$ cat config.mk
export PLATFORM = sky130hd
export DESIGN_NAME = unslotted_aloha_mac
export DESIGN_NICKNAME = d
export VERILOG_FILES = /design/src/rtl/ualoha_pkg.sv /design/src/rtl/ualoha_cfg_regs.sv /design/src/rtl/ualoha_core.sv /design/src/rtl/unslotted_aloha_mac.sv
export SDC_FILE = /design/constraint.sdc
export NUM_CORES = 1
export LEC_CHECK = 0
export CORE_MARGIN = 10
export CORE_UTILIZATION = 40
export DETAILED_ROUTE_END_ITERATION = 12
export DONT_BUFFER_PORTS = 1
export PLACE_DENSITY_LB_ADDON = 0.08
export SETUP_SLACK_MARGIN = 0.02
export SYNTH_ARGS = -nofsm -noshare
export SYNTH_HDL_FRONTEND = slang
export SYNTH_HIERARCHICAL = 1
export SYNTH_SLANG_ARGS = --single-unit
$ cat constraint.sdc
create_clock -name clk -period 12.6 [get_ports clk]
set_input_delay 1.26 -clock clk [delete_from_list [all_inputs] [get_ports clk]]
set_output_delay 1.26 -clock clk [all_outputs]
set_load 0.01 [all_outputs]
$ cat src/rtl/ualoha_pkg.sv
// Shared types and constants for the unslotted ALOHA access controller.
package ualoha_pkg;

  // Item kinds carried on the input tuser
  localparam logic [1:0] FUNC_TICK  = 2'd0;
  localparam logic [1:0] FUNC_REQ   = 2'd1;
  localparam logic [1:0] FUNC_HEARD = 2'd2;

  // Configuration register indexes (byte address 4 * index)
  localparam logic [1:0] REG_OWN_ADDR     = 2'd0;
  localparam logic [1:0] REG_RETRY_LIMIT  = 2'd1;
  localparam logic [1:0] REG_SEND_TIMEOUT = 2'd2;

  // Fixed field widths
  localparam int unsigned FUNC_W   = 2;
  localparam int unsigned LIMIT_W  = 4;
  localparam int unsigned RETRY_W  = 5;
  localparam int unsigned TXLEN_W  = 16;
  localparam int unsigned CFG_AW   = 4;
  localparam int unsigned CFG_DW   = 32;

  localparam logic [LIMIT_W-1:0] RETRY_LIMIT_RST = 4'd3;

  // Status of one step, handed from the core to the result register
  typedef struct packed {
    logic               start_tx;
    logic               deliver_up;
    logic               tx_complete;
    logic               tx_abandoned;
    logic               collision_for_us;
    logic               tx_idle;
    logic [RETRY_W-1:0] retry_count;
  } step_flags_t;

endpackage

$ cat src/rtl/ualoha_cfg_regs.sv
// APB-style configuration registers of the ALOHA access controller.
module ualoha_cfg_regs #(
  parameter int unsigned ADDR_BITS = 8,
  parameter int unsigned TIME_BITS = 16
) (
  input  logic                                clk,
  input  logic                                rst_n,
  input  logic                                psel,
  input  logic                                penable,
  input  logic                                pwrite,
  input  logic [ualoha_pkg::CFG_AW-1:0]       paddr,
  input  logic [ualoha_pkg::CFG_DW-1:0]       pwdata,
  output logic [ualoha_pkg::CFG_DW-1:0]       prdata,
  output logic                                pready,
  output logic [ADDR_BITS-1:0]                own_addr,
  output logic [ualoha_pkg::LIMIT_W-1:0]      retry_limit,
  output logic [TIME_BITS-1:0]                send_timeout
);

  logic [ADDR_BITS-1:0]           own_addr_r, own_addr_nxt;
  logic [ualoha_pkg::LIMIT_W-1:0] retry_limit_r, retry_limit_nxt;
  logic [TIME_BITS-1:0]           send_timeout_r, send_timeout_nxt;
  logic [1:0]                     reg_idx;
  logic                           wr_en;

  assign pready  = 1'b1;
  assign reg_idx = paddr[3:2];
  assign wr_en   = psel && penable && pwrite && pready;

  // Decode the write transfer
  always_comb begin
    own_addr_nxt     = own_addr_r;
    retry_limit_nxt  = retry_limit_r;
    send_timeout_nxt = send_timeout_r;
    if (wr_en) begin
      case (reg_idx)
        ualoha_pkg::REG_OWN_ADDR:     own_addr_nxt     = pwdata[ADDR_BITS-1:0];
        ualoha_pkg::REG_RETRY_LIMIT:  retry_limit_nxt  = pwdata[ualoha_pkg::LIMIT_W-1:0];
        ualoha_pkg::REG_SEND_TIMEOUT: send_timeout_nxt = pwdata[TIME_BITS-1:0];
        default: ;
      endcase
    end
  end

  always_ff @(posedge clk) begin
    if (!rst_n) begin
      own_addr_r     <= '0;
      retry_limit_r  <= ualoha_pkg::RETRY_LIMIT_RST;
      send_timeout_r <= TIME_BITS'(100);
    end else begin
      own_addr_r     <= own_addr_nxt;
      retry_limit_r  <= retry_limit_nxt;
      send_timeout_r <= send_timeout_nxt;
    end
  end

  // Read back the addressed register
  always_comb begin
    case (reg_idx)
      ualoha_pkg::REG_OWN_ADDR:     prdata = ualoha_pkg::CFG_DW'(own_addr_r);
      ualoha_pkg::REG_RETRY_LIMIT:  prdata = ualoha_pkg::CFG_DW'(retry_limit_r);
      ualoha_pkg::REG_SEND_TIMEOUT: prdata = ualoha_pkg::CFG_DW'(send_timeout_r);
      default:                      prdata = '0;
    endcase
  end

  assign own_addr     = own_addr_r;
  assign retry_limit  = retry_limit_r;
  assign send_timeout = send_timeout_r;

endmodule

$ cat src/rtl/ualoha_core.sv
// Transmit and receive state of the ALOHA controller with its one-step update.
module ualoha_core #(
  parameter int unsigned ADDR_BITS = 8,
  parameter int unsigned TIME_BITS = 16
) (
  input  logic                               clk,
  input  logic                               rst_n,
  input  logic                               step,
  input  logic [ualoha_pkg::FUNC_W-1:0]      func,
  input  logic [TIME_BITS-1:0]               frame_len,
  input  logic [ADDR_BITS-1:0]               frame_dst,
  input  logic [ADDR_BITS-1:0]               frame_src,
  input  logic [TIME_BITS-1:0]               backoff_draw,
  input  logic [ADDR_BITS-1:0]               own_addr,
  input  logic [ualoha_pkg::LIMIT_W-1:0]     retry_limit,
  input  logic [TIME_BITS-1:0]               send_timeout,
  output ualoha_pkg::step_flags_t            flags,
  output logic [ualoha_pkg::TXLEN_W-1:0]     tx_len,
  output logic [ADDR_BITS-1:0]               deliver_src
);

  localparam logic [1:0] M_IDLE = 2'd0;
  localparam logic [1:0] M_SEND = 2'd1;
  localparam logic [1:0] M_BACK = 2'd2;

  localparam int unsigned SC_W = TIME_BITS + 1;

  logic [1:0]                     mode_r, mode_nxt;
  logic                           rx_busy_r, rx_busy_nxt;
  logic [ualoha_pkg::RETRY_W-1:0] retries_r, retries_nxt;
  logic [SC_W-1:0]                send_cnt_r, send_cnt_nxt;
  logic [TIME_BITS-1:0]           recv_cnt_r, recv_cnt_nxt;
  logic                           pend_vld_r, pend_vld_nxt;
  logic [ADDR_BITS-1:0]           pend_dst_r, pend_dst_nxt;
  logic [ADDR_BITS-1:0]           pend_src_r, pend_src_nxt;
  logic [TIME_BITS-1:0]           saved_len_r, saved_len_nxt;

  logic [TIME_BITS-1:0]           recv_dec;
  logic [SC_W-1:0]                send_dec;
  logic [ualoha_pkg::RETRY_W-1:0] retries_inc;
  logic [TIME_BITS-1:0]           send_len;
  logic [SC_W-1:0]                send_load;
  logic                           freed;
  logic                           pend_for_us;
  logic                           frame_for_us;

  assign recv_dec     = (recv_cnt_r != '0) ? recv_cnt_r - 1'b1 : '0;
  assign send_dec     = (send_cnt_r != '0) ? send_cnt_r - 1'b1 : '0;
  assign retries_inc  = retries_r + 1'b1;
  assign pend_for_us  = (pend_dst_r == '1) || (pend_dst_r == own_addr);
  assign frame_for_us = (frame_dst == '1) || (frame_dst == own_addr);

  // Frame length for a send: a fresh request or the stored frame on retry
  assign send_len  = (func == ualoha_pkg::FUNC_REQ) ? frame_len : saved_len_r;
  assign send_load = {1'b0, send_timeout} + {1'b0, send_len};

  // Next state and status for one item
  always_comb begin
    mode_nxt      = mode_r;
    rx_busy_nxt   = rx_busy_r;
    retries_nxt   = retries_r;
    send_cnt_nxt  = send_cnt_r;
    recv_cnt_nxt  = recv_cnt_r;
    pend_vld_nxt  = pend_vld_r;
    pend_dst_nxt  = pend_dst_r;
    pend_src_nxt  = pend_src_r;
    saved_len_nxt = saved_len_r;
    freed         = 1'b0;
    flags         = '0;
    tx_len        = '0;
    deliver_src   = '0;

    case (func)
      ualoha_pkg::FUNC_TICK: begin
        // Receive side first: close the contention period when it runs out
        if (rx_busy_r) begin
          recv_cnt_nxt = recv_dec;
          if (recv_dec == '0) begin
            rx_busy_nxt = 1'b0;
            if (pend_vld_r) begin
              pend_vld_nxt = 1'b0;
              if (pend_src_r == own_addr) begin
                mode_nxt          = M_IDLE;
                retries_nxt       = '0;
                send_cnt_nxt      = '0;
                flags.tx_complete = 1'b1;
                freed             = 1'b1;
              end else if (pend_for_us) begin
                flags.deliver_up = 1'b1;
                deliver_src      = pend_src_r;
              end
            end
          end
        end
        // Send timer, unless the echo just freed the transmitter
        if (!freed && mode_r != M_IDLE) begin
          send_cnt_nxt = send_dec;
          if (send_dec == '0) begin
            if (mode_r == M_SEND) begin
              if (retries_inc <= ualoha_pkg::RETRY_W'(retry_limit)) begin
                mode_nxt     = M_BACK;
                retries_nxt  = retries_inc;
                send_cnt_nxt = SC_W'(backoff_draw);
              end else begin
                mode_nxt           = M_IDLE;
                retries_nxt        = '0;
                flags.tx_abandoned = 1'b1;
              end
            end else begin
              mode_nxt       = M_SEND;
              send_cnt_nxt   = send_load;
              flags.start_tx = 1'b1;
              tx_len         = ualoha_pkg::TXLEN_W'(saved_len_r);
            end
          end
        end
      end
      ualoha_pkg::FUNC_REQ: begin
        // Take a request only when the transmitter is free
        if (mode_r == M_IDLE) begin
          saved_len_nxt  = frame_len;
          mode_nxt       = M_SEND;
          send_cnt_nxt   = send_load;
          flags.start_tx = 1'b1;
          tx_len         = ualoha_pkg::TXLEN_W'(frame_len);
        end
      end
      ualoha_pkg::FUNC_HEARD: begin
        if (!rx_busy_r) begin
          rx_busy_nxt  = 1'b1;
          pend_vld_nxt = 1'b1;
          pend_dst_nxt = frame_dst;
          pend_src_nxt = frame_src;
          recv_cnt_nxt = frame_len;
        end else begin
          // Overlap: drop both frames and stretch to the longer end
          if (frame_len > recv_cnt_r) recv_cnt_nxt = frame_len;
          pend_vld_nxt           = 1'b0;
          flags.collision_for_us = (pend_vld_r && pend_for_us) || frame_for_us;
        end
      end
      default: ;
    endcase

    flags.tx_idle     = (mode_nxt == M_IDLE);
    flags.retry_count = retries_nxt;
  end

  always_ff @(posedge clk) begin
    if (!rst_n) begin
      mode_r     <= M_IDLE;
      rx_busy_r  <= 1'b0;
      retries_r  <= '0;
      send_cnt_r <= '0;
      recv_cnt_r <= '0;
      pend_vld_r <= 1'b0;
    end else if (step) begin
      mode_r     <= mode_nxt;
      rx_busy_r  <= rx_busy_nxt;
      retries_r  <= retries_nxt;
      send_cnt_r <= send_cnt_nxt;
      recv_cnt_r <= recv_cnt_nxt;
      pend_vld_r <= pend_vld_nxt;
    end
  end

  // Frame details only matter while marked valid or while the transmitter is busy
  always_ff @(posedge clk) begin
    if (step) begin
      pend_dst_r  <= pend_dst_nxt;
      pend_src_r  <= pend_src_nxt;
      saved_len_r <= saved_len_nxt;
    end
  end

endmodule

$ cat src/rtl/unslotted_aloha_mac.sv
// Top level of the unslotted ALOHA access controller: input stage, core and result stage.
//
//  channel | direction | handshake          | payload
//  --------+-----------+--------------------+------------------------------------------
//  in_     | slave     | tvalid/tready      | tuser: func; tdata: len, dst, src, draw
//  out_    | master    | tvalid/tready      | tdata: status of one step (see port)
//  cfg_    | slave     | APB psel/penable   | own_addr @0, retry_limit @4, send_timeout @8
//
// One item per cycle sustained while the result is not stalled; an input transfer goes
// through the input register, then a single-pass core update into the result register.
// rst_n is synchronous, active low, and clears both stage valids and the MAC state.
// A stalled result holds the result register; the input register keeps taking an
// item while it is empty, or while the result register is empty or drains in the same cycle.
module unslotted_aloha_mac #(
  parameter int unsigned ADDR_BITS = 8,
  parameter int unsigned TIME_BITS = 16,
  localparam int unsigned IN_BITS  = 2 * TIME_BITS + 2 * ADDR_BITS,
  localparam int unsigned IN_W     = ((IN_BITS + 7) / 8) * 8,
  localparam int unsigned OUT_BITS = 27 + ADDR_BITS,
  localparam int unsigned OUT_W    = ((OUT_BITS + 7) / 8) * 8
) (
  input  logic                              clk,
  input  logic                              rst_n,
  input  logic                              in_tvalid,
  output logic                              in_tready,
  // frame_len, frame_dst, frame_src, backoff_draw, zero pad
  input  logic [IN_W-1:0]                   in_tdata,
  // func
  input  logic [ualoha_pkg::FUNC_W-1:0]     in_tuser,
  output logic                              out_tvalid,
  input  logic                              out_tready,
  // start_tx, tx_len, deliver_up, deliver_src, tx_complete, tx_abandoned,
  // collision_for_us, tx_idle, retry_count, zero pad
  output logic [OUT_W-1:0]                  out_tdata,
  input  logic                              cfg_psel,
  input  logic                              cfg_penable,
  input  logic                              cfg_pwrite,
  input  logic [ualoha_pkg::CFG_AW-1:0]     cfg_paddr,
  input  logic [ualoha_pkg::CFG_DW-1:0]     cfg_pwdata,
  output logic [ualoha_pkg::CFG_DW-1:0]     cfg_prdata,
  output logic                              cfg_pready
);

  logic                           s1_vld_r, s1_vld_nxt;
  logic [ualoha_pkg::FUNC_W-1:0]  s1_func_r;
  logic [IN_BITS-1:0]             s1_data_r;
  logic                           out_vld_r, out_vld_nxt;
  logic [OUT_W-1:0]               out_data_r;
  logic                           in_xfer;
  logic                           s1_go;

  logic [ADDR_BITS-1:0]           own_addr;
  logic [ualoha_pkg::LIMIT_W-1:0] retry_limit;
  logic [TIME_BITS-1:0]           send_timeout;

  ualoha_pkg::step_flags_t        flags;
  logic [ualoha_pkg::TXLEN_W-1:0] tx_len;
  logic [ADDR_BITS-1:0]           deliver_src;
  logic [OUT_BITS-1:0]            result;

  ualoha_cfg_regs #(
    .ADDR_BITS (ADDR_BITS),
    .TIME_BITS (TIME_BITS)
  ) u_cfg (
    .clk          (clk),
    .rst_n        (rst_n),
    .psel         (cfg_psel),
    .penable      (cfg_penable),
    .pwrite       (cfg_pwrite),
    .paddr        (cfg_paddr),
    .pwdata       (cfg_pwdata),
    .prdata       (cfg_prdata),
    .pready       (cfg_pready),
    .own_addr     (own_addr),
    .retry_limit  (retry_limit),
    .send_timeout (send_timeout)
  );

  // Stage handshake: advance when the result register is free or draining
  assign s1_go     = s1_vld_r && (!out_vld_r || out_tready);
  assign in_tready = !s1_vld_r || s1_go;
  assign in_xfer   = in_tvalid && in_tready;

  always_comb begin
    s1_vld_nxt = s1_vld_r;
    if (in_xfer) s1_vld_nxt = 1'b1;
    else if (s1_go) s1_vld_nxt = 1'b0;
  end

  always_comb begin
    out_vld_nxt = out_vld_r;
    if (s1_go) out_vld_nxt = 1'b1;
    else if (out_tready) out_vld_nxt = 1'b0;
  end

  always_ff @(posedge clk) begin
    if (!rst_n) begin
      s1_vld_r  <= 1'b0;
      out_vld_r <= 1'b0;
    end else begin
      s1_vld_r  <= s1_vld_nxt;
      out_vld_r <= out_vld_nxt;
    end
  end

  // Hold the accepted item
  always_ff @(posedge clk) begin
    if (in_xfer) begin
      s1_func_r <= in_tuser;
      s1_data_r <= in_tdata[IN_BITS-1:0];
    end
  end

  ualoha_core #(
    .ADDR_BITS (ADDR_BITS),
    .TIME_BITS (TIME_BITS)
  ) u_core (
    .clk          (clk),
    .rst_n        (rst_n),
    .step         (s1_go),
    .func         (s1_func_r),
    .frame_len    (s1_data_r[TIME_BITS-1:0]),
    .frame_dst    (s1_data_r[TIME_BITS +: ADDR_BITS]),
    .frame_src    (s1_data_r[TIME_BITS+ADDR_BITS +: ADDR_BITS]),
    .backoff_draw (s1_data_r[TIME_BITS+2*ADDR_BITS +: TIME_BITS]),
    .own_addr     (own_addr),
    .retry_limit  (retry_limit),
    .send_timeout (send_timeout),
    .flags        (flags),
    .tx_len       (tx_len),
    .deliver_src  (deliver_src)
  );

  // Pack the step status, first field lowest
  assign result = {flags.retry_count, flags.tx_idle, flags.collision_for_us,
                   flags.tx_abandoned, flags.tx_complete, deliver_src,
                   flags.deliver_up, tx_len, flags.start_tx};

  always_ff @(posedge clk) begin
    if (s1_go) out_data_r <= OUT_W'(result);
  end

  assign out_tvalid = out_vld_r;
  assign out_tdata  = out_data_r;

endmodule

==> metrics.cfg, run 1 <==
[run_status]
outcome=finished, final reports clean

[timing]
hold_viol_final=0
finalCritPeriodShare_pct=37.0
post-route-min-period_ns=4.67
fmax_ghz=0.214
slew_violations=0
relSlewSlack_pct=19.0
grt_setup_unrepaired=no
setup_viol=0
worst_slew_pin_slew_ns=1.21
setup_tns_ns=0
skew_ns=0.0166

[placed_design]
portBuffers=0
placed_cell_area_um2=10700
post-dp-hpwl_um=21400
gp_congestion=0.885

[cts]
cts_tree=done
hold_buffers=0
clkSinkCount=189
root_buffer=clkbuf_16
cts_max_path_buffers=2
cts_buffers=17
cts_max_level=4
clk_pin_slew_ns=0.09
clk-insertion-delay-late_ns=0.45
cts_setup_buffers=0
cts_resized=0

[setup_path]
end_kind=flip-flop
cp.required_ns=12.98
cp_max_fo=31
r2r_cells=13
critPathKind=flip-flop to flip-flop
crit_path_start_kind=flip-flop
arrival_ns=5.05

[finish]
area_delta_synth_final_pct=7.66
diodes=0
register_area_um2=4950
nNetsFinal=1169
final_cell_area_um2=11400
fillers=2514
drive_gt1_share_pct=7.63
multi_input_area_um2=5120

[floorplan]
die-area_um2=33300
initial_core_util_pct=40.6
die_w_um=182
die_y_um=182
num_rows=59
core_um2=26000
ioPinCount=168

[synthesis]
async_flop_share_pct=0
synthAdderAreaFrac_pct=4.82
ys_types=93
synth_ff_type=edfxtp_1
yosysTopAreaCell=edfxtp_1
syn-cell-area_um2=10500
ys_top_cells_by_area=edfxtp_1 33%, dfxtp_1 14%, nand2_1 5.4%, ha_1 4.6%, mux2i_1 3.9%
yosysTopAreaCellShare_pct=33.3
synth.most_common_cell=nand2_1
synth_top_family_by_area=simple AND/OR/NAND/NOR gates
yosysWarnings=6
yosys.area_share.simple_pct=18.2
synth-seq-cells=189
synth_compound_area_share_pct=15.9
synth_seq_area_share_pct=47.0
synthXorXnorAreaFrac_pct=4.57
synthMuxAreaShare_pct=4.00
synth_common_cells=152 x nand2_1, 117 x edfxtp_1, 75 x o21ai_0, 72 x dfxtp_1, 57 x nor2_1
synth_cells=1058
synth_edf_count=117
avgSynthCellArea_um2=9.97

[power]
seq_power_share_pct=46.5
power.leakage_nw=4.28
sw_frac_of_total_pct=30.2
pwr-share-clk_pct=38.2
p_int_mw=1.06
peakVddDrop_uv=67.5
power.density_nw_per_um2=134
switchingPower_uw=460
pwr-share-comb_pct=15.3

[drt]
ant_nets=0
drt-total-wl_um=29000
vias_per_cell=5.51
vias=7625
wire_per_inst_um=21.0
dr.pass1.iters=5
drc_errors=0
drtIter0Drc=611

[global_routing]
grt_overflow=0
grt_pass1_vias=7582
antenna_found_initial=0
grt_pass1_wl_um=44700
grt_max_degree=97
grt.total_usage_pct=17.2

[min_path]
whs_path_depth=0
hp-class=flip-flop to flip-flop

[flow_run]
maxCapViolCount=0

## metal layers
metal  global-route usage, %  vias to the layer above  wire, um
met4                    4.95                        0       508
met2                    29.6                      146     14600
met1                    21.4                     3685     13000
li1                        -                     3764         -
met5                       0                        -         0
met3                    3.22                       30       995
## cell type report
type	count	area share, %
well taps	335	3.69
repair buffers	9	0.595
clock buffers	17	3.75
flip-flops and latches	189	43.6
clock inverters	15	2.03
multi-input cells	782	45.1
inverters	37	1.22
## sequential cells by signal, summed over array words and instances (netlist names)
| name | cells |
|---|---|
| u_core/send_cnt_r | 17 |
| u_core/pend_vld_r | 1 |
| u_core/pend_src_r | 8 |
| s1_func_r | 2 |
| u_core/saved_len_r | 16 |
| u_core/pend_dst_r | 8 |
| out_tdata | 35 |
| out_tvalid | 1 |
| u_core/rx_busy_r | 1 |
| u_core/retries_r | 5 |
| u_cfg/send_timeout | 16 |
| s1_data_r | 48 |
| u_core/mode_r | 2 |
| u_cfg/retry_limit | 4 |
| s1_vld_r | 1 |
| u_core/recv_cnt_r | 16 |
| u_cfg/own_addr | 8 |
## kinds of logic (layout without fill, tap and decap cells)
family          count (synthesis)  in the layout
other cells                     3             22
fa+ha+maj                      40             40
buf+inv                       106             78
xor+xnor                       55             55
simple gates                  380            380
flops                         189            189
mux                            42             42
compound gates                243            243
## cells in the final DEF, fill, tap and decap left out, drive strengths merged, types with 6 or more instances in the layout
master  netlist  layout
nor3         28      28
nand4        15      15
dfxtp        72      72
clkinv        0       8
clkbuf       33      17
inv          37      43
a21oi        50      50
and2         13      13
edfxtp      117     117
o211a         8       8
buf          35       9
o22ai         6       6
nand3        26      26
or3           6       6
conb          3      22
mux2i        41      41
nor2b        19      19
a21o          6       6
o21ai        77      77
o31ai         8       8
nand2b       10      10
and3         15      15
nor4         11      11
xor2         18      18
a21boi       11      11
ha           39      39
xnor2        37      37
nand2       153     153
a22o         16      16
or2           7       7
nor2         58      58
## worst paths after layout
check,start,endpoint,slack (ns)
hold reg to reg,s1_data_r[26]$_DFFE_PP_,u_core/pend_src_r[2]$_DFFE_PP_,0.42
setup / recovery,u_core/recv_cnt_r[0]$_SDFFE_PN0P_,u_core/send_cnt_r[14]$_SDFFE_PN0P_,7.93
hold / removal,s1_data_r[26]$_DFFE_PP_,u_core/pend_src_r[2]$_DFFE_PP_,0.42
setup reg to reg,u_core/recv_cnt_r[0]$_SDFFE_PN0P_,u_core/send_cnt_r[14]$_SDFFE_PN0P_,7.93
## power by group through the flow
stage / Sequential (mW) / Clock [mW] / Combinational [mW]
2_1_floorplan: 0.711 / 0 / 0.194
3_3_place_gp: 0.724 / 0 / 0.232
3_5_place_dp: 0.724 / 0 / 0.232
4_1_cts: 0.709 / 0.600 / 0.234
5_1_grt: 0.712 / 0.624 / 0.261
6_report: 0.709 / 0.582 / 0.234
## metrics by stage
stage | setup slack (ns) | utilization [%] | total power [mW] | hold slack, ns | cells
2_1_floorplan | 7.56 | - | 0.905 | 0.400 | 1077
3_3_place_gp | 8.08 | 41.2 | 0.956 | 0.403 | 1352
3_5_place_dp | 8.07 | 41.2 | 0.956 | 0.406 | 1352
4_1_cts | 8.05 | 43.7 | 1.54 | 0.434 | 1384
5_1_grt | 7.54 | 43.7 | 1.60 | 0.437 | 1384
6_report | 7.93 | 43.7 | 1.52 | 0.420 | 1384
## worst max-delay path, stage by stage, from the launching register on
cell and delay, ns:
dfxtp_1 0.39, inv_1 0.10, ha_1 0.22, nor3b_2 0.44, nand3_1 0.35, or2_1 0.35
a211o_1 0.29, nor4b_4 0.74, nand2_4 0.18, a2111oi_4 0.35, buf_4 0.37, nand2_1 0.20
a2111oi_0 0.44, or3_1 0.16
Note: power is estimated with default switching activity, not from simulation.
==> inputs of run 2 (changes only) <==
Clock period 12.6 ns to 4.7 ns, I/O delays scaled along.
==> run 2 against run 1 <==
Non-clock buffer count is 9 higher. Utilization up 0.23 points. Register-to-register slack worse by 7.2 ns. Sequential share of layout area down 0.22 points. Sequential cell count did not move. Clock power rose to 2.7 times the previous value. Via count grew 0.77%. Cell area up 0.52%. Global-route usage increased by 0.093 points. Total power grew to 2.7 times the previous value. Critical path depth is 2 higher. Critical endpoint unchanged. Highest routed layer unchanged.
==> metrics.cfg, run 2 (same netlist as run 1, synthesis figures left out) <==
[power]
pwr-share-comb_pct=16.0  ; +0.7 points
finalPower_mw=4.11  ; +170%
switchingPower_mw=1.27  ; +180%
p_int_mw=2.84  ; +170%
sw_frac_of_total_pct=30.9  ; +0.77 points
peakVddDrop_uv=255  ; +280%
pwr-share-clk_pct=37.9  ; -0.3 points
power.density_nw_per_um2=360  ; +170%
seq_power_share_pct=46.1  ; -0.4 points
power.leakage_nw=4.32  ; +0.96%

[drt]
drc_errors=0  ; unchanged
drtIter0Drc=604  ; -1.1%
drt-total-wl_um=29300  ; +0.83%
vias=7684  ; +0.77%
ant_nets=0  ; unchanged
dr.pass1.iters=5  ; unchanged
vias_per_cell=5.52  ; +0.12%
wire_per_inst_um=21.0  ; +0.18%

[cts]
cts_max_level=4  ; unchanged
cts_setup_buffers=0  ; unchanged
cts_max_path_buffers=2  ; unchanged
clkSinkCount=189  ; unchanged
root_buffer=clkbuf_16
clk_pin_slew_ns=0.09  ; about the same
cts_buffers=17  ; unchanged
hold_buffers=0  ; unchanged
cts_resized=0  ; unchanged
clk-insertion-delay-late_ns=0.44  ; about the same
cts_tree=done

[finish]
nNetsFinal=1178  ; +0.77%
stdcell_count=1393  ; +0.65%
layout_common_cells=152 x nand2_1, 117 x edfxtp_1, 75 x o21ai_0, 72 x dfxtp_1, 57 x nor2_1
drive_gt1_share_pct=8.41  ; +0.79 points
layout_commonest_cell=nand2_1
diodes=0  ; unchanged
largest_register=s1_data_r
final_cell_area_um2=11400  ; +0.52%
area_delta_synth_final_pct=8.22
largest_reg_flops=48  ; unchanged

[min_path]
holdCritStartpoint=in_tdata[19]
hold_end=s1_data_r[19]$_DFFE_PP_
hp-class=primary input to flip-flop
whs_path_depth=0  ; unchanged

[setup_path]
reg2reg_to=u_core/send_cnt_r[14]$_SDFFE_PN0P_
r2r_cells=15  ; +2
r2r-start=s1_func_r[1]$_DFFE_PP_
max_stage_delay_ns=0.41  ; -0.33 ns
reg2reg_setup_slack_ns=0.70  ; -7.24 ns
critPathKind=flip-flop to flip-flop
cp.required_ns=5.02  ; -7.96 ns
end_kind=flip-flop
critPathLaunch=s1_func_r[1]$_DFFE_PP_
crit_path_start_kind=flip-flop
arrival_ns=4.32  ; -0.73 ns
crit_buf_inv=1  ; -1
crit_family=compound AO/OA/AOI/OAI gates
cp_max_fo=10  ; -68%
crit_chain=nand2b_1, o21ai_0, ha_1, inv_1, fa_1, nand2b_1, a21oi_1, o211a_1, o21a_1, o21ai_0, a21oi_1, a31oi_1, xnor2_1, a2111oi_0, or3_1
crit_slowest_cell=o21ai_0

[timing]
finalCritPeriodShare_pct=85.2  ; +48 points
skew_ns=0.0199  ; +0.00326 ns
fin_ws_ns=0.697  ; -7.24 ns
post-route-min-period_ns=4.00  ; -0.665 ns
fmax_ghz=0.250  ; +17%
setup_viol=0  ; unchanged
grt_setup_unrepaired=no
relSlewSlack_pct=23.7  ; +4.8 points
setup_tns_ns=0  ; unchanged
worst_slew_pin_slew_ns=1.14  ; -0.0709 ns
hold_viol_final=0  ; unchanged
slew_violations=0  ; unchanged

[floorplan]
die_w_um=182  ; unchanged
ioPinCount=168  ; unchanged
die_y_um=182  ; unchanged
initial_core_util_pct=40.6  ; unchanged
core_um2=26000  ; unchanged
num_rows=59  ; unchanged
die-area_um2=33300  ; unchanged

[global_routing]
grt_pass1_wl_um=45100  ; +1.1%
grtUsageMet1_pct=21.6  ; +0.15 points
grt.total_usage_pct=17.3  ; +0.093 points
grt_pass1_vias=7617  ; +0.46%
grt-busiest-layer=met2
grt_use_met2_pct=30.2  ; +0.63 points
grt_overflow=0  ; unchanged
grt_max_degree=97  ; unchanged
antenna_found_initial=0  ; unchanged
use_met3_pct=2.85  ; -0.38 points

[placed_design]
dp_slack_ns=0.769  ; -7.30 ns
portBuffers=0  ; unchanged
placed_cell_area_um2=10800  ; +0.63%
post-dp-hpwl_um=22000  ; +2.4%
placedCellCount=1361  ; +0.67%
gp_congestion=0.882  ; -0.31%

[flow_run]
maxCapViolCount=0  ; unchanged

[run_status]
outcome=finished, final reports clean

## run 2: cell types whose count changed in the layout (fill, tap and decap cells not counted), sizes merged
cell	delta
clkinv	-4
inv	+5
bufinv	-1
buf	+9
## run 2: layout make-up
| cell class | instances | area, um2 |
|---|---|---|
| fill | 2522 | 14600 |
| multi-input combinational | 782 | 5120 |
| sequential | 189 | 4950 |
| clock buffer | 17 | 425 |
| tap | 335 | 419 |
| clock inverter | 15 | 221 |
| inverter | 37 | 139 |
| timing repair buffer | 18 | 135 |
## run 2: worst register-to-register path: cells and delay by family, from the launching register on
kind / cells / cell delay [ns]
adder cells (fa/ha/maj): 2 / 0.66
AND/OR/NAND/NOR: 3 / 0.87
buffers and inverters: 1 / 0.07
flip-flops: 1 / 0.38
XOR/XNOR: 1 / 0.26
AO/OA/AOI/OAI: 8 / 1.67
## run 2: stage by stage
stage	hold WS (ns)	utilization, %
after floorplan	0.400	-
after global placement	0.403	41.4
after detailed placement	0.407	41.4
after CTS	0.0932	43.9
after global routing	0.0815	43.9
final	0.114	43.9
## run 2: power by group through the flow
stage | logic, mW | registers [mW] | clock network [mW]
after floorplan | 0.520 | 1.91 | 0
after global placement | 0.654 | 1.94 | 0
after detailed placement | 0.654 | 1.94 | 0
after CTS | 0.657 | 1.90 | 1.61
after global routing | 0.730 | 1.91 | 1.67
final | 0.659 | 1.90 | 1.56
## run 2: worst max-delay path by stage
| stage | end | depth (start not counted) |
|---|---|---|
| after global routing | u_core/send_cnt_r[14]$_SDFFE_PN0P_ | 15 |
| after detailed placement | u_core/send_cnt_r[14]$_SDFFE_PN0P_ | 15 |
| final | u_core/send_cnt_r[14]$_SDFFE_PN0P_ | 15 |
| after floorplan | u_core/recv_cnt_r[2]$_SDFFE_PN0P_ | 10 |
| after CTS | u_core/send_cnt_r[14]$_SDFFE_PN0P_ | 15 |
| after global placement | u_core/send_cnt_r[14]$_SDFFE_PN0P_ | 15 |
## run 2: metal layers
layer | up-vias | wire length, um | part of all wire (%)
li1 | 3787 | - | -
met1 | 3735 | 12900 | 44
met2 | 137 | 14900 | 51
met3 | 25 | 1040 | 3.5
met4 | 0 | 399 | 1.4
met5 | - | 0 | 0
==> inputs of run 3 (changes only) <==
Settings changed: SYNTH_HIERARCHICAL 1 to not set.
==> run 3 against run 2 <==
First-iteration DRC count up 3.5%. Synthesized area up 1.4%. Global-route usage up 0.87 points. Hold slack worse by 0.013 ns. Utilization up 0.15 points. Critical path depth down 4. Wire length up 4.7%. Setup slack better by 0.25 ns. Clock skew up 0.0027 ns. Highest routed layer unchanged. Sequential power about the same. Sequential share of layout area down 0.51 points. Total power up 0.72%.
==> metrics.cfg, run 3 <==
[power]
power.density_nw_per_um2=359  ; -0.47%
finalPower_mw=4.14  ; +0.72%
power.leakage_nw=4.23  ; -2.0%
peakVddDrop_uv=174  ; -32%

[min_path]
hp-class=primary input to flip-flop

[timing]
finalCritPeriodShare_pct=79.8  ; -5.4 points
setup_viol=0  ; unchanged
hold_viol_final=0  ; unchanged
setup_tns_ns=0  ; unchanged
fmax_ghz=0.267  ; +6.8%
relSlewSlack_pct=28.1  ; +4.3 points
fin_ws_ns=0.950  ; +0.253 ns
post-route-min-period_ns=3.75  ; -0.253 ns
grt_setup_unrepaired=no
skew_ns=0.0226  ; +0.00266 ns
slew_violations=0  ; unchanged
worst_slew_pin_slew_ns=1.08  ; -0.0609 ns

[placed_design]
portBuffers=0  ; unchanged
placed_cell_area_um2=10900  ; +1.2%
dp_slack_ns=1.01  ; +0.241 ns
gp_congestion=0.866  ; -1.8%
post-dp-hpwl_um=22700  ; +3.5%

[floorplan]
die_w_um=184  ; +0.64%
num_rows=59  ; unchanged
core_um2=26200  ; +0.85%
ioPinCount=168  ; unchanged
die-area_um2=33700  ; +1.3%
initial_core_util_pct=40.8  ; +0.24 points
die_y_um=184  ; +0.64%

[setup_path]
crit_path_start_kind=flip-flop
critPathMostFrequentCell=nor2b_1
crit_chain=inv_1, ha_1, nor2b_1, and2_0, nand2_1, nor4b_1, a41o_1, nand4_1, nor2b_1, and3_1, a22o_1
max_stage_delay_ns=0.46  ; +0.05 ns
crit_slowest_cell=and3_1
crit_family=simple AND/OR/NAND/NOR gates
cp.required_ns=4.90  ; -0.12 ns
critPathKind=flip-flop to flip-flop
cp_max_fo=16  ; +6
end_kind=flip-flop
crit_buf_inv=1  ; unchanged
arrival_ns=3.95  ; -0.37 ns

[drt]
drc_errors=0  ; unchanged
vias=8007  ; +4.2%
drtIter0Drc=625  ; +3.5%
vias_per_cell=5.59  ; +1.4%
ant_nets=0  ; unchanged
wire_per_inst_um=21.4  ; +1.9%
drt-total-wl_um=30700  ; +4.7%
dr.pass1.iters=7  ; +2

[finish]
diodes=0  ; unchanged
nNetsFinal=1217  ; +3.3%
fillers=2534  ; +0.48%
largest_reg_flops=48  ; unchanged
final_cell_area_um2=11600  ; +1.2%
largest_register=s1_data_r
layout_commonest_cell=nand2_1
area_delta_synth_final_pct=7.95
layout_common_cells=133 x nand2_1, 117 x edfxtp_1, 72 x nor2_1, 72 x dfxtp_1, 63 x a21oi_1
drive_gt1_share_pct=7.20  ; -1.2 points

[synthesis]
synth_seq_area_share_pct=46.3  ; -0.67 points
avgSynthCellArea_um2=9.63  ; -3.4%
yosysWarnings=0  ; -6
synth.most_common_cell=nand2_1
synth_common_cells=133 x nand2_1, 117 x edfxtp_1, 72 x dfxtp_1, 72 x nor2_1, 63 x a21oi_1
async_flop_share_pct=0  ; unchanged
syn-cell-area_um2=10700  ; +1.4%
yosysTopAreaCellShare_pct=32.8  ; -0.48 points
synth-seq-cells=189  ; unchanged
synth_cells=1111  ; +5.0%
synth_edf_count=117  ; unchanged
ys_types=76  ; -18%
synth_ff_type=edfxtp_1
yosysTopAreaCell=edfxtp_1
ys_top_cells_by_area=edfxtp_1 33%, dfxtp_1 13%, nand2_1 4.7%, ha_1 4.6%, a21oi_1 2.9%

[cts]
root_buffer=clkbuf_16
clk_pin_slew_ns=0.10  ; about the same
clk-insertion-delay-late_ns=0.46  ; +0.02 ns
cts_tree=done
cts_resized=0  ; unchanged
cts_max_path_buffers=2  ; unchanged
clkSinkCount=189  ; unchanged
cts_buffers=17  ; unchanged
hold_buffers=0  ; unchanged
cts_max_level=4  ; unchanged
cts_setup_buffers=0  ; unchanged

[global_routing]
grt_overflow=0  ; unchanged
grt_pass1_vias=8009  ; +5.1%
grt_max_degree=78  ; -20%
antenna_found_initial=0  ; unchanged
grt.total_usage_pct=18.2  ; +0.87 points
grt_pass1_wl_um=47500  ; +5.3%

[run_status]
outcome=finished, final reports clean

[flow_run]
maxCapViolCount=0  ; unchanged

[run 3: cell types whose count changed after synthesis, sizes merged, moves of 10 or more]
cell    delta
clkbuf    +14
nand2     -20
mux2i     -19
and2      +13
a21oi     +14
nor3      +10
o21ai     -13
nor2      +14
o211ai    +11
and3      -11
a31oi     +17
[run 3: metrics by stage]
step | util [%] | cells | hold WS (ns)
2_1_floorplan | - | 1131 | 0.400
3_3_place_gp | 41.6 | 1400 | 0.401
3_5_place_dp | 41.6 | 1400 | 0.407
4_1_cts | 44.1 | 1432 | 0.0770
5_1_grt | 44.1 | 1432 | 0.0705
6_report | 44.1 | 1432 | 0.100
[run 3: worst paths after layout]
path	from	end	slack, ns	depth (start not counted)
min reg2reg	s1_data_r[30]$_DFFE_PP_	u_core.pend_src_r[6]$_DFFE_PP_	0.43	0
max reg2reg	u_core.recv_cnt_r[0]$_SDFFE_PN0P_	out_tdata[10]$_DFFE_PP_	0.95	11
max	u_core.recv_cnt_r[0]$_SDFFE_PN0P_	out_tdata[10]$_DFFE_PP_	0.95	11
min	in_tdata[26]	s1_data_r[26]$_DFFE_PP_	0.10	0
[run 3: kinds of logic (layout without fill, tap and decap cells)]
group	after synthesis	after routing	share of synthesized area, %
compound gates	286	286	17.9
buf+inv	115	81	5.19
simple gates	404	404	19.2
other cells	2	22	0.0702
fa+ha+maj	40	40	4.75
mux	22	22	2.17
xor+xnor	53	53	4.34
flops	189	189	46.3
[run 3: metal layers]
metal / routed length (um) / vias to the layer above / track usage (%)
met5: 0 / - / 0
met4: 415 / 0 / 4.89
met3: 1210 / 20 / 3.68
met2: 15300 / 161 / 31.1
met1: 13700 / 3864 / 22.8
li1: - / 3962 / -
[run 3: report_power, final]
group / leakage (nW) / switching [mW] / internal [mW]
combinational: 2.22 / 0.389 / 0.249
clock: 0.315 / 0.844 / 0.765
sequential: 1.70 / 0.0717 / 1.82
[run 3: area by class of cell]
type | instances | area [um2] | share of cell area, %
multi-input cells | 827 | 5280 | 45.7
flip-flops and latches | 189 | 4950 | 42.9
clock buffers | 17 | 425 | 3.68
well taps | 335 | 419 | 3.63
clock inverters | 15 | 226 | 1.96
repair buffers | 18 | 135 | 1.17
inverters | 31 | 116 | 1.01
